[config.mk]
export PLATFORM = sky130hd
export DESIGN_NAME = polyline_corner_cut_smoother_unit_flat
export DESIGN_NICKNAME = d
export VERILOG_FILES = /design/src/sv/pcc_pkg.sv /design/src/sv/pcc_if.sv /design/src/sv/pcc_cell.sv /design/src/sv/pcc_collect.sv /design/src/sv/polyline_corner_cut_smoother_unit.sv /design/src/flat_wrapper.sv
export SDC_FILE = /design/constraint.sdc
export NUM_CORES = 2
export LEC_CHECK = 0
export ABC_AREA = 0
export ABC_CLOCK_PERIOD_IN_PS = 37100
export BUFFER_PORTS_ARGS = -buffer_cell sky130_fd_sc_hd__buf_2
export CAP_MARGIN = 10
export CORE_MARGIN = 4
export CORE_UTILIZATION = 35
export DETAILED_ROUTE_END_ITERATION = 12
export GPL_TIMING_DRIVEN = 0
export HOLD_SLACK_MARGIN = 0.05
export PLACE_DENSITY_LB_ADDON = 0.12
export SKIP_LAST_GASP = 1
export SYNTH_ARGS = -nofsm -noshare
export SYNTH_HDL_FRONTEND = slang
export SYNTH_SLANG_ARGS = --single-unit
[constraint.sdc]
create_clock -name clk -period 37.1 [get_ports clk]
set_input_delay 7.42 -clock clk [delete_from_list [all_inputs] [get_ports clk]]
set_output_delay 7.42 -clock clk [all_outputs]
set_load 0.005 [all_outputs]
[src/sv/pcc_pkg.sv]
// Shared types and constants of the polyline corner-cut smoother.
package pcc_pkg;

  localparam int MAX_PASSES  = 2;
  localparam int COORD_WIDTH = 32;

  // Segment length codes held by each cell.
  localparam logic [1:0] SEG_NONE = 2'd0;
  localparam logic [1:0] SEG_ONE  = 2'd1;
  localparam logic [1:0] SEG_MANY = 2'd2;

  typedef logic signed [COORD_WIDTH-1:0] coord_t;

  // A token on the internal chain is either a point or the end-of-item marker.
  typedef enum logic {
    TK_POINT = 1'b0,
    TK_EOI   = 1'b1
  } tok_kind_t;

  typedef struct packed {
    tok_kind_t kind;
    logic      end_trail;
    coord_t    x;
    coord_t    y;
    coord_t    z;
  } tok_t;

endpackage

[src/sv/pcc_if.sv]
// Stream interfaces for the point input and the smoothed point output.
interface pcc_in_if import pcc_pkg::*; ();
  logic   valid;
  logic   ready;
  coord_t pos_x;
  coord_t pos_y;
  coord_t pos_z;
  logic   end_of_trail;

  modport source (output valid, output pos_x, output pos_y, output pos_z,
                  output end_of_trail, input ready);
  modport sink (input valid, input pos_x, input pos_y, input pos_z,
                input end_of_trail, output ready);
endinterface

interface pcc_out_if import pcc_pkg::*; ();
  logic   valid;
  logic   ready;
  coord_t out_x;
  coord_t out_y;
  coord_t out_z;
  logic   trail_done;
  logic   last_of_run;

  modport source (output valid, output out_x, output out_y, output out_z,
                  output trail_done, output last_of_run, input ready);
  modport sink (input valid, input out_x, input out_y, input out_z,
                input trail_done, input last_of_run, output ready);
endinterface

[src/sv/pcc_cell.sv]
// One corner-cutting pass: holds its previous point and segment length.
module pcc_cell import pcc_pkg::*; (
  input  logic clk,
  input  logic rst,
  input  logic on,
  input  logic in_valid,
  output logic in_ready,
  input  tok_t in_tok,
  output logic out_valid,
  input  logic out_ready,
  output tok_t out_tok
);

  function automatic coord_t cut(input coord_t a, input coord_t b);
    logic signed [COORD_WIDTH+1:0] s;
    s = {{2{a[COORD_WIDTH-1]}}, a} + {a[COORD_WIDTH-1], a, 1'b0} + {{2{b[COORD_WIDTH-1]}}, b};
    return s[COORD_WIDTH+1:2];
  endfunction

  tok_t       cur;
  logic       cur_valid;
  logic       phase;
  logic [1:0] seg;
  coord_t     prev_x;
  coord_t     prev_y;
  coord_t     prev_z;

  logic   is_break;
  logic   two;
  logic   use_cut;
  logic   out_free;
  logic   fire;
  logic   done;
  tok_t   prev_tok;
  tok_t   e0;
  tok_t   e1;
  tok_t   emit_tok;
  tok_t   cut_tok;
  coord_t ax, ay, az, bx, by, bz;

  always_comb begin
    is_break = (cur.kind == TK_POINT) && (cur.x == '0) && (cur.y == '0) && (cur.z == '0);
    prev_tok = cur;
    prev_tok.kind = TK_POINT;
    prev_tok.x = prev_x;
    prev_tok.y = prev_y;
    prev_tok.z = prev_z;

    // One shared cutter: first output weights the old point, second the new.
    ax = phase ? cur.x : prev_x;
    ay = phase ? cur.y : prev_y;
    az = phase ? cur.z : prev_z;
    bx = phase ? prev_x : cur.x;
    by = phase ? prev_y : cur.y;
    bz = phase ? prev_z : cur.z;
    cut_tok = cur;
    cut_tok.x = cut(ax, bx);
    cut_tok.y = cut(ay, by);
    cut_tok.z = cut(az, bz);

    two     = 1'b0;
    use_cut = 1'b0;
    e0      = cur;
    e1      = cur;
    if (on) begin
      if (cur.kind == TK_EOI) begin
        two = cur.end_trail && (seg == SEG_MANY);
        e0  = two ? prev_tok : cur;
      end else if (is_break) begin
        two = (seg == SEG_MANY);
        e0  = two ? prev_tok : cur;
      end else if (seg != SEG_NONE) begin
        two     = 1'b1;
        use_cut = 1'b1;
      end
    end
    emit_tok = use_cut ? cut_tok : (phase ? e1 : e0);

    out_free = !out_valid || out_ready;
    fire     = cur_valid && out_free;
    done     = fire && (phase || !two);
    in_ready = !cur_valid || done;
  end

  always_ff @(posedge clk) begin
    if (rst) begin
      cur_valid <= 1'b0;
      phase     <= 1'b0;
      seg       <= SEG_NONE;
      out_valid <= 1'b0;
    end else begin
      if (in_valid && in_ready) begin
        cur_valid <= 1'b1;
      end else if (done) begin
        cur_valid <= 1'b0;
      end
      if (fire) begin
        phase <= !done;
      end
      if (done) begin
        if (cur.kind == TK_EOI) begin
          if (cur.end_trail) begin
            seg <= SEG_NONE;
          end
        end else if (on) begin
          if (is_break) begin
            seg <= SEG_NONE;
          end else begin
            seg <= (seg == SEG_NONE) ? SEG_ONE : SEG_MANY;
          end
        end
      end
      if (fire) begin
        out_valid <= 1'b1;
      end else if (out_ready) begin
        out_valid <= 1'b0;
      end
    end
  end

  always_ff @(posedge clk) begin
    if (in_valid && in_ready) begin
      cur <= in_tok;
    end
    if (done && on && (cur.kind == TK_POINT) && !is_break) begin
      prev_x <= cur.x;
      prev_y <= cur.y;
      prev_z <= cur.z;
    end
    if (fire) begin
      out_tok <= emit_tok;
    end
  end

endmodule

[src/sv/pcc_collect.sv]
// Output stage: holds one point back so the item marker can flag it.
module pcc_collect import pcc_pkg::*; (
  input  logic       clk,
  input  logic       rst,
  input  logic       in_valid,
  output logic       in_ready,
  input  tok_t       in_tok,
  pcc_out_if.source  pts_out
);

  logic   held_valid;
  coord_t held_x;
  coord_t held_y;
  coord_t held_z;
  logic   out_valid;

  logic out_free;
  logic take;
  logic release_held;

  assign pts_out.valid = out_valid;

  always_comb begin
    out_free     = !out_valid || pts_out.ready;
    in_ready     = (in_tok.kind == TK_EOI) ? out_free : (!held_valid || out_free);
    take         = in_valid && in_ready;
    release_held = take && held_valid;
  end

  always_ff @(posedge clk) begin
    if (rst) begin
      held_valid <= 1'b0;
      out_valid  <= 1'b0;
    end else begin
      if (take) begin
        held_valid <= (in_tok.kind == TK_POINT);
      end
      if (release_held) begin
        out_valid <= 1'b1;
      end else if (pts_out.ready) begin
        out_valid <= 1'b0;
      end
    end
  end

  always_ff @(posedge clk) begin
    if (take && (in_tok.kind == TK_POINT)) begin
      held_x <= in_tok.x;
      held_y <= in_tok.y;
      held_z <= in_tok.z;
    end
    if (release_held) begin
      pts_out.out_x       <= held_x;
      pts_out.out_y       <= held_y;
      pts_out.out_z       <= held_z;
      pts_out.last_of_run <= (in_tok.kind == TK_EOI);
      pts_out.trail_done  <= (in_tok.kind == TK_EOI) && in_tok.end_trail;
    end
  end

endmodule

[src/sv/polyline_corner_cut_smoother_unit.sv]
// Top level of the polyline corner-cut smoother: input stage, pass chain, output stage.
//
// Points enter on pts_in (valid/ready); a transaction takes place at a rising
// edge where both are high. Smoothed points leave on pts_out in the same way,
// each carrying last_of_run on the final result of its input point and
// trail_done when that point also closed the trail. The pass count is written
// through cfg_wr_en and cfg_wr_data; zero is treated as one pass, three as two.
// Each input point is turned into a point token followed by an end-of-item
// token. Every pass is one cell of the chain and moves one token per cycle
// while its output is not stalled, and emits the two results of a token that
// yields two one after the other. The busiest cell sets the rate. The output
// stage holds each point back until the next token arrives; the last result
// of an item is released when the end-of-item token reaches the output stage.
// Synchronous reset empties every stage, clears the segment state of all
// passes and sets the pass count to one. pts_in.ready is low for at least the
// cycle after each transaction, while the input stage still owes the chain
// its point or marker. When the receiver stalls, the output register holds
// its transaction, the chain backs up stage by stage, and pts_in.ready stays
// low once every stage is full.
module polyline_corner_cut_smoother_unit import pcc_pkg::*; (
  input  logic       clk,
  input  logic       rst,
  pcc_in_if.sink     pts_in,
  pcc_out_if.source  pts_out,
  input  logic       cfg_wr_en,
  input  logic [1:0] cfg_wr_data
);

  // Pass count register; bit one alone tells two passes from one after clamping.
  logic [1:0] passes;
  logic       two_pass;

  always_ff @(posedge clk) begin
    if (rst) begin
      passes <= 2'd1;
    end else if (cfg_wr_en) begin
      passes <= cfg_wr_data;
    end
  end

  assign two_pass = passes[1];

  // Input stage: hands the point to the first cell, then the end-of-item marker.
  logic   inj_valid;
  logic   inj_eoi;
  logic   inj_end;
  coord_t inj_x;
  coord_t inj_y;
  coord_t inj_z;
  logic   inj_taken;
  logic   inj_done;
  logic   in_take;

  logic                  link_valid [MAX_PASSES+1];
  logic                  link_ready [MAX_PASSES+1];
  tok_t                  link_tok   [MAX_PASSES+1];
  logic [MAX_PASSES-1:0] cell_on;

  always_comb begin
    inj_taken    = inj_valid && link_ready[0];
    inj_done     = inj_taken && inj_eoi;
    pts_in.ready = !inj_valid || inj_done;
    in_take      = pts_in.valid && pts_in.ready;

    link_valid[0]          = inj_valid;
    link_tok[0].kind       = inj_eoi ? TK_EOI : TK_POINT;
    link_tok[0].end_trail  = inj_end;
    link_tok[0].x          = inj_x;
    link_tok[0].y          = inj_y;
    link_tok[0].z          = inj_z;
  end

  always_ff @(posedge clk) begin
    if (rst) begin
      inj_valid <= 1'b0;
      inj_eoi   <= 1'b0;
    end else begin
      if (in_take) begin
        inj_valid <= 1'b1;
        inj_eoi   <= 1'b0;
      end else if (inj_done) begin
        inj_valid <= 1'b0;
      end else if (inj_taken) begin
        inj_eoi <= 1'b1;
      end
    end
  end

  always_ff @(posedge clk) begin
    if (in_take) begin
      inj_x   <= pts_in.pos_x;
      inj_y   <= pts_in.pos_y;
      inj_z   <= pts_in.pos_z;
      inj_end <= pts_in.end_of_trail;
    end
  end

  // Chain of passes. A cell that is switched off forwards tokens untouched
  // and only clears its segment when the trail ends.
  for (genvar k = 0; k < MAX_PASSES; k++) begin : g_pass
    assign cell_on[k] = (k == 0) ? 1'b1 : ((k == 1) ? two_pass : 1'b0);

    pcc_cell u_cell (
      .clk       (clk),
      .rst       (rst),
      .on        (cell_on[k]),
      .in_valid  (link_valid[k]),
      .in_ready  (link_ready[k]),
      .in_tok    (link_tok[k]),
      .out_valid (link_valid[k+1]),
      .out_ready (link_ready[k+1]),
      .out_tok   (link_tok[k+1])
    );
  end

  pcc_collect u_collect (
    .clk      (clk),
    .rst      (rst),
    .in_valid (link_valid[MAX_PASSES]),
    .in_ready (link_ready[MAX_PASSES]),
    .in_tok   (link_tok[MAX_PASSES]),
    .pts_out  (pts_out)
  );

  // The end of the trail is only ever flagged on the final result of an item.
  assert property (@(posedge clk) disable iff (rst)
    pts_out.valid && pts_out.trail_done |-> pts_out.last_of_run)
    else $error("trail_done without last_of_run");

  // A newly taken point is always offered to the chain as a point token first.
  assert property (@(posedge clk) disable iff (rst)
    pts_in.valid && pts_in.ready |=> inj_valid && !inj_eoi)
    else $error("input stage did not start with the point token");

  // Nothing leaves the block in the cycle after reset.
  assert property (@(posedge clk)
    $past(rst) |-> !pts_out.valid && !inj_valid)
    else $error("output or input stage busy straight after reset");

endmodule

[src/flat_wrapper.sv]
// flat-port wrapper written by rule: the top's interface ports become plain ports
module polyline_corner_cut_smoother_unit_flat import pcc_pkg::*;
  (clk, rst, cfg_wr_en, cfg_wr_data, pts_in_valid, pts_in_pos_x, pts_in_pos_y, pts_in_pos_z, pts_in_end_of_trail, pts_in_ready, pts_out_valid, pts_out_out_x, pts_out_out_y, pts_out_out_z, pts_out_trail_done, pts_out_last_of_run, pts_out_ready);
  pcc_in_if pts_in_i ();
  pcc_out_if pts_out_i ();
  input  logic clk;
  input  logic rst;
  input  logic cfg_wr_en;
  input  logic [1:0] cfg_wr_data;
  input wire logic [$bits(pts_in_i.valid)-1:0] pts_in_valid;
  input wire logic [$bits(pts_in_i.pos_x)-1:0] pts_in_pos_x;
  input wire logic [$bits(pts_in_i.pos_y)-1:0] pts_in_pos_y;
  input wire logic [$bits(pts_in_i.pos_z)-1:0] pts_in_pos_z;
  input wire logic [$bits(pts_in_i.end_of_trail)-1:0] pts_in_end_of_trail;
  output wire logic [$bits(pts_in_i.ready)-1:0] pts_in_ready;
  output wire logic [$bits(pts_out_i.valid)-1:0] pts_out_valid;
  output wire logic [$bits(pts_out_i.out_x)-1:0] pts_out_out_x;
  output wire logic [$bits(pts_out_i.out_y)-1:0] pts_out_out_y;
  output wire logic [$bits(pts_out_i.out_z)-1:0] pts_out_out_z;
  output wire logic [$bits(pts_out_i.trail_done)-1:0] pts_out_trail_done;
  output wire logic [$bits(pts_out_i.last_of_run)-1:0] pts_out_last_of_run;
  input wire logic [$bits(pts_out_i.ready)-1:0] pts_out_ready;
  assign pts_in_i.valid = pts_in_valid;
  assign pts_in_i.pos_x = pts_in_pos_x;
  assign pts_in_i.pos_y = pts_in_pos_y;
  assign pts_in_i.pos_z = pts_in_pos_z;
  assign pts_in_i.end_of_trail = pts_in_end_of_trail;
  assign pts_in_ready = pts_in_i.ready;
  assign pts_out_valid = pts_out_i.valid;
  assign pts_out_out_x = pts_out_i.out_x;
  assign pts_out_out_y = pts_out_i.out_y;
  assign pts_out_out_z = pts_out_i.out_z;
  assign pts_out_trail_done = pts_out_i.trail_done;
  assign pts_out_last_of_run = pts_out_i.last_of_run;
  assign pts_out_i.ready = pts_out_ready;
  polyline_corner_cut_smoother_unit u_core (.clk(clk), .rst(rst), .pts_in(pts_in_i), .pts_out(pts_out_i), .cfg_wr_en(cfg_wr_en), .cfg_wr_data(cfg_wr_data));
endmodule
# Yosys cells after proc, flatten, opt, wreduce, memory -nomap -nowiden
# Cells that the tools add are included.
totals:
  register_bits: 891
  latch_bits: 0
  ram_bits: 0
  rom_bits: 0
  inputBits: 104
  output_inout_bits: 100
  elab_cells: 199
  memories: 0
op_classes:
  add_sub_neg: 12
  n_mul: 0
  n_div: 0
  n_lt_le_gt_ge: 0
  eq_ne: 4
  shifts: 0
  n_mux: 60
  n_bitwise: 4
  n_reduce_logical: 68
op_table:
  columns: ["cell", "n"]
  rows:
  - ["$mux 98", 9]
  - ["$mux 32", 12]
  - ["$mux 96", 4]
  - ["$add 32x33->34", 6]
  - ["$add 34x34->34", 6]
  - ["$logic_not 32->1", 6]
  - ["$mux 1", 26]
  - ["$logic_and 1x1->1", 25]
  - ["$mux 2", 9]
  - ["$reduce_bool 2->1", 9]
  - ["$logic_not 1->1", 13]
  - ["$logic_or 1x1->1", 9]
  - ["$eq 2x2->1 const B", 2]
  - ["$logic_not 2->1", 2]
  - ["$ne 2x2->1 const B", 2]
  - ["$not 1->1", 4]
  - ["$reduce_and 2->1", 2]
  - ["$reduce_and 3->1", 1]
  - ["$reduce_or 2->1", 1]

# Depth between registers and ports, before layout
logic_depth:
  ltp_word: 20
  depth_mapped: 17
  depth_no_buf: 15

# Modules after synthesis
# A second synthesis with hierarchy kept.
hier_totals:
  hier_cells: 3685
  hier_area_um2: 49662.6
modules_own_cells:
  columns: ["mod", "instances", "cells_per_inst", "area_each_um2", "seq_area_each_um2"]
  rows:
  - ["pcc_cell (u_core.g_pass[0].u_cell)", 1, 1725, 20509.7, 8868.5]
  - ["pcc_cell (u_core.g_pass[1].u_cell)", 1, 1642, 20181.9, 8868.5]
  - ["pcc_collect", 1, 208, 5935.7, 5865.6]
  - ["polyline_corner_cut_smoother_unit", 1, 110, 3035.4, 2972.9]

# Worst setup path before layout
# No wires, ideal clock.
synth_path:
  kind: "input port to flip-flop"
  start: "in pts_out_ready"
  end: "reg u_core.g_pass[0].u_cell.prev_x[0], enable pin"
  setup_ns: 0.552
  arrival_ns: 18.488
  t_required_ns: 36.548
  setup_slack_ns: 18.059
  stages: 7
  path_buffers: 0
  cell_sequence: "nor2b_1 o211ai_1 and2_1 nand2_1 a31oi_2 o21ai_0 nor2_1"
synth_via:
  elab_chain_len: 12
synth_lines:
  columns: ["element", "line", "source"]
  rows:
  - ["start, declared", "flat_wrapper.sv:22", "input wire logic [$bits(pts_out_i.ready)-1:0] pts_out_ready;"]
  - ["$logic_or 1x1->1 *", "pcc_collect.sv:24", "out_free = !out_valid || pts_out.ready;"]
  - ["$logic_or 1x1->1", "pcc_collect.sv:25", "in_ready = (in_tok.kind == TK_EOI) ? out_free : (!held_valid || out_free);"]
  - ["$mux 1 *", "pcc_collect.sv:25", null]
  - ["$logic_or 1x1->1 *", "pcc_cell.sv:79", "out_free = !out_valid || out_ready;"]
  - ["$logic_and 1x1->1 *", "pcc_cell.sv:80", "fire = cur_valid && out_free;"]
  - ["via u_core.g_pass[1].u_cell.fire", "pcc_cell.sv:32", "logic fire;"]
  - ["$logic_and 1x1->1 *", "pcc_cell.sv:81", "done = fire && (phase || !two);"]
  - ["$logic_or 1x1->1 *", "pcc_cell.sv:82", "in_ready = !cur_valid || done;"]
  - ["$logic_or 1x1->1 *", "pcc_cell.sv:79", null]
  - ["$logic_and 1x1->1 *", "pcc_cell.sv:80", null]
  - ["via u_core.g_pass[0].u_cell.fire", "pcc_cell.sv:32", null]
  - ["$logic_and 1x1->1 *", "pcc_cell.sv:81", null]
  - ["$logic_and 1x1->1 * (2 in a row)", "pcc_cell.sv:125", "if (done && on && (cur.kind == TK_POINT) && !is_break) begin"]
  - ["end signal, assigned", "pcc_cell.sv:126", "prev_x <= cur.x;"]
  - ["end, declared", "pcc_cell.sv:24", "coord_t prev_x;"]
# Mark *: on every way through the listed nets, which the timed path passes. The rest lies on a longest branch.
# A chain may end at the register's enable or synchronous reset.

# Final worst setup path
layout_path:
  start: "in pts_out_ready"
  end: "out pts_in_ready"
layout_via:
  elab_chain_len: 14
layout_lines:
  columns: ["element", "line", "source"]
  rows:
  - ["$logic_or 1x1->1 *", "pcc_collect.sv:24", null]
  - ["$logic_or 1x1->1", "pcc_collect.sv:25", null]
  - ["$mux 1 *", "pcc_collect.sv:25", null]
  - ["$logic_or 1x1->1 *", "pcc_cell.sv:79", null]
  - ["$logic_and 1x1->1 *", "pcc_cell.sv:80", null]
  - ["via u_core.g_pass[1].u_cell.fire", "pcc_cell.sv:32", null]
  - ["$logic_and 1x1->1 *", "pcc_cell.sv:81", null]
  - ["$logic_or 1x1->1 *", "pcc_cell.sv:82", null]
  - ["$logic_or 1x1->1 *", "pcc_cell.sv:79", null]
  - ["$logic_and 1x1->1 *", "pcc_cell.sv:80", null]
  - ["$logic_and 1x1->1 *", "pcc_cell.sv:81", null]
  - ["$logic_or 1x1->1 *", "pcc_cell.sv:82", null]
  - ["$logic_and 1x1->1 *", "polyline_corner_cut_smoother_unit.sv:60", "inj_taken = inj_valid && link_ready[0];"]
  - ["$logic_and 1x1->1 *", "polyline_corner_cut_smoother_unit.sv:61", "inj_done = inj_taken && inj_eoi;"]
  - ["$logic_or 1x1->1 *", "polyline_corner_cut_smoother_unit.sv:62", "pts_in.ready = !inj_valid || inj_done;"]
  - ["end, declared", "flat_wrapper.sv:15", "output wire logic [$bits(pts_in_i.ready)-1:0] pts_in_ready;"]
# Marks and branches as above.

==> run summary <==
Most common cell after layout, fill and taps aside: edfxtp_1
DIE AREA: 0.147 mm2
Seq. cell area: 0.0266 mm2
Ports: 204
Setup Viol. Count Final: 0
Worst Setup Start Kind: primary input
Tcrit/Tclk final: 47.3%
Post-synthesis sequential area ratio: 53.9%
Top FF cell, synth: edfxtp_1
Count of cell types in the netlist: 78
Wirelength per Cell: 21.9 um
Top cell type's share of synthesized area: 53.3%
Initial antenna violation count: 3
Grt total ovfl: 0
Synth Instances: 3,871
Vias in the first global route: 31,600
Via density: 5.22
Post-synth EDFFs: 875
Post-CTS setup buffer count: 0
Design Power: 0.00255 W
CTS clk-pin slew, worst paths: 0.06 ns
Most frequent cells in the layout: edfxtp_1, mux2_2, a21oi_1
Leak Pwr: 19.7 nW
Cells along the critical path: buf_2 -> nor2b_1 -> o211ai_1 -> and2_4 -> buf_16 -> nand2_1 -> a31oi_1 -> nor2_1 -> o21a_1 -> inv_1 -> buf_2
Die H: 383 um
Highest-delay cell along the critical path: o21a_1
CTS root buffer: clkbuf_16
Hold Path Class: flip-flop to flip-flop
First-pass GRT wire length: 203,000 um
DR DRC count: 0
Via count: 32,100
H-tree Lvls: 3
Total track usage: 18.1%
GP Congestion: 0.865
TritonRoute pass-1 iters: 5
Iter 0 DRT Violations: 2,236
Final hold slack: 0.399 ns
Clk_skew: 0.0315 ns
Fillers: 13,100
Cell taking the most area after synthesis: edfxtp_1
Outcome: finished clean
Cell area after synthesis: 0.0493 mm2
PwrDens: 45.1 mW/mm2
Die Wd: 383 um
Max cap viols: 0
Pin count of the biggest net entering global routing: 60
FFs w/ async S/R, synth: 0%
Max-slew violation count: 0
Syn nets: 4,353
Avg Inst Size Synth: 12.7 um2
Core area: 0.140 mm2
Layout Nets: 4,679
Slew HR: 13.9%
Hold_buf cts: 0
Yosys Warn Count: 0
CP arrival: 10.12 ns
RSZ-0062 raised after global routing: false
Antenna cells: 0
Area of the multi-input gates: 0.0220 mm2
Initial Utilization: 35.3%
Bufs on Longest Clock Path: 3
Cts repair resizes: 0
CTS tree: yes
Latest clock arrival within the worst-skew pair: 0.71 ns
Fmax: 57.0 MHz
Sinks on Clock Net: 890
Synth Register Bits: 890
CP Capture Type: primary output
Worst VDD drop: 0.0343 mV
DP HPWL: 102,000 um
Layout cell share with drive strength beyond 1: 18.7%
Rows: 137
Num CTS Buffers: 100
Antenna-violating nets left: 0
Setup CP Type: primary input to primary output
Worst path max stage delay: 0.39 ns
Port Buf Inserts: 202
WP data required: 29.68 ns
Largest cells by area after synthesis: edfxtp_1, mux2_2, fa_1
Worst slew pin tran: 1.28 ns
DRT Wirelength: 135,000 um
Final Hold Vio Count: 0
Fin Setup TNS: 0 ns
Max FO, Critical Path: 59
Synthesis-to-layout area growth: 14.5%
Most used cell, CP: buf_2
Min cycle time layout: 17.54 ns
## critical path, delay by kind of cell
kind	cells	cell delay, ns
AOI/OAI and AO/OA	3	0.72
buffers and inverters	4	0.59
and+or+nand+nor	4	1.35
## registers in the layout, indices dropped and copies added, names as in the netlist, 64 cells and up
name                          cells
u_core.g_pass.u_cell.cur        196
u_core.g_pass.u_cell.out_tok    196
u_core.g_pass.u_cell.prev_x      64
u_core.g_pass.u_cell.prev_y      64
u_core.g_pass.u_cell.prev_z      64
## worst paths after layout
check / startpoint / endpoint / slack [ns] / cells after the start
min reg2reg: u_core.inj_z[10]$_DFFE_PP_ / u_core.g_pass[0].u_cell.cur[10]$_DFFE_PN_ / 0.40 / 0
max reg2reg: u_core.g_pass[0].u_cell.phase$_SDFFE_PP0P_ / u_core.g_pass[0].u_cell.out_tok[95]$_DFFE_PP_ / 31.02 / 17
min: u_core.inj_z[10]$_DFFE_PP_ / u_core.g_pass[0].u_cell.cur[10]$_DFFE_PN_ / 0.40 / 0
max: pts_out_ready / pts_in_ready / 19.56 / 11
## synth_stat cells, types with 22 or more instances
| cell type | number |
|---|---|
| nand2_1 | 284 |
| nand2b_1 | 43 |
| ha_1 | 186 |
| fa_1 | 192 |
| nand3_1 | 45 |
| nand4_1 | 27 |
| edfxtp_1 | 875 |
| a22oi_1 | 87 |
| mux2i_1 | 22 |
| a31oi_1 | 80 |
| a21oi_1 | 365 |
| nor4_1 | 46 |
| nor2_1 | 262 |
| mux2_2 | 376 |
| o21a_1 | 26 |
| xor2_1 | 77 |
| inv_1 | 55 |
| nor2b_1 | 28 |
| or3_1 | 24 |
| o21ai_0 | 204 |
| nor3_1 | 36 |
| a21o_1 | 68 |
| xnor2_1 | 84 |
| clkbuf_1 | 136 |
## layer usage
metal  vias to the layer above  routed length (um)  GRT usage [%]
met2                       776               59300           27.6
met3                       184                6000           2.55
met4                         0                3870           5.36
met1                     15800               65700           26.8
met5                         -                   0              0
li1                      15400                   -              -
## cells by family (layout without fill, tap and decap cells)
logic type | Yosys count | in the layout | synth area share [%]
AND/OR/NAND/NOR | 846 | 846 | 7.85
XOR/XNOR | 161 | 161 | 2.86
AO/OA/AOI/OAI | 987 | 987 | 12.2
buffers and inverters | 211 | 616 | 1.64
adder cells (fa/ha/maj) | 378 | 378 | 12.5
multiplexers | 398 | 398 | 9.04
flip-flops | 890 | 890 | 53.9
## power by group
part / total (W) / switching (W) / internal [W]
combinational: 0.000396 / 0.000228 / 0.000168
sequential: 0.00117 / 0.0000268 / 0.00114
clock: 0.000985 / 0.000413 / 0.000572
## metrics by stage
step                utilization (%)  instances  worst slack [ns]  area, um2
floorplan                         -       3871             18.06      49300
global placement               37.7       5949             11.30      52700
detailed placement             38.1       5971             19.47      53200
CTS                            40.4       6152             19.46      56500
global route                   40.4       6152             19.32      56500
finish                         40.4       6152             19.56      56500
## layout make-up
class / instances / area share, %
Sequential cell: 890 / 47.1
Inverter: 55 / 0.366
Clock buffer: 121 / 4.70
Clock inverter: 60 / 1.05
Buffer: 156 / 1.07
Multi-Input combinational cell: 2770 / 38.9
Tap cell: 1876 / 4.16
Timing Repair Buffer: 224 / 2.66
(Power assumes the default switching activity.)
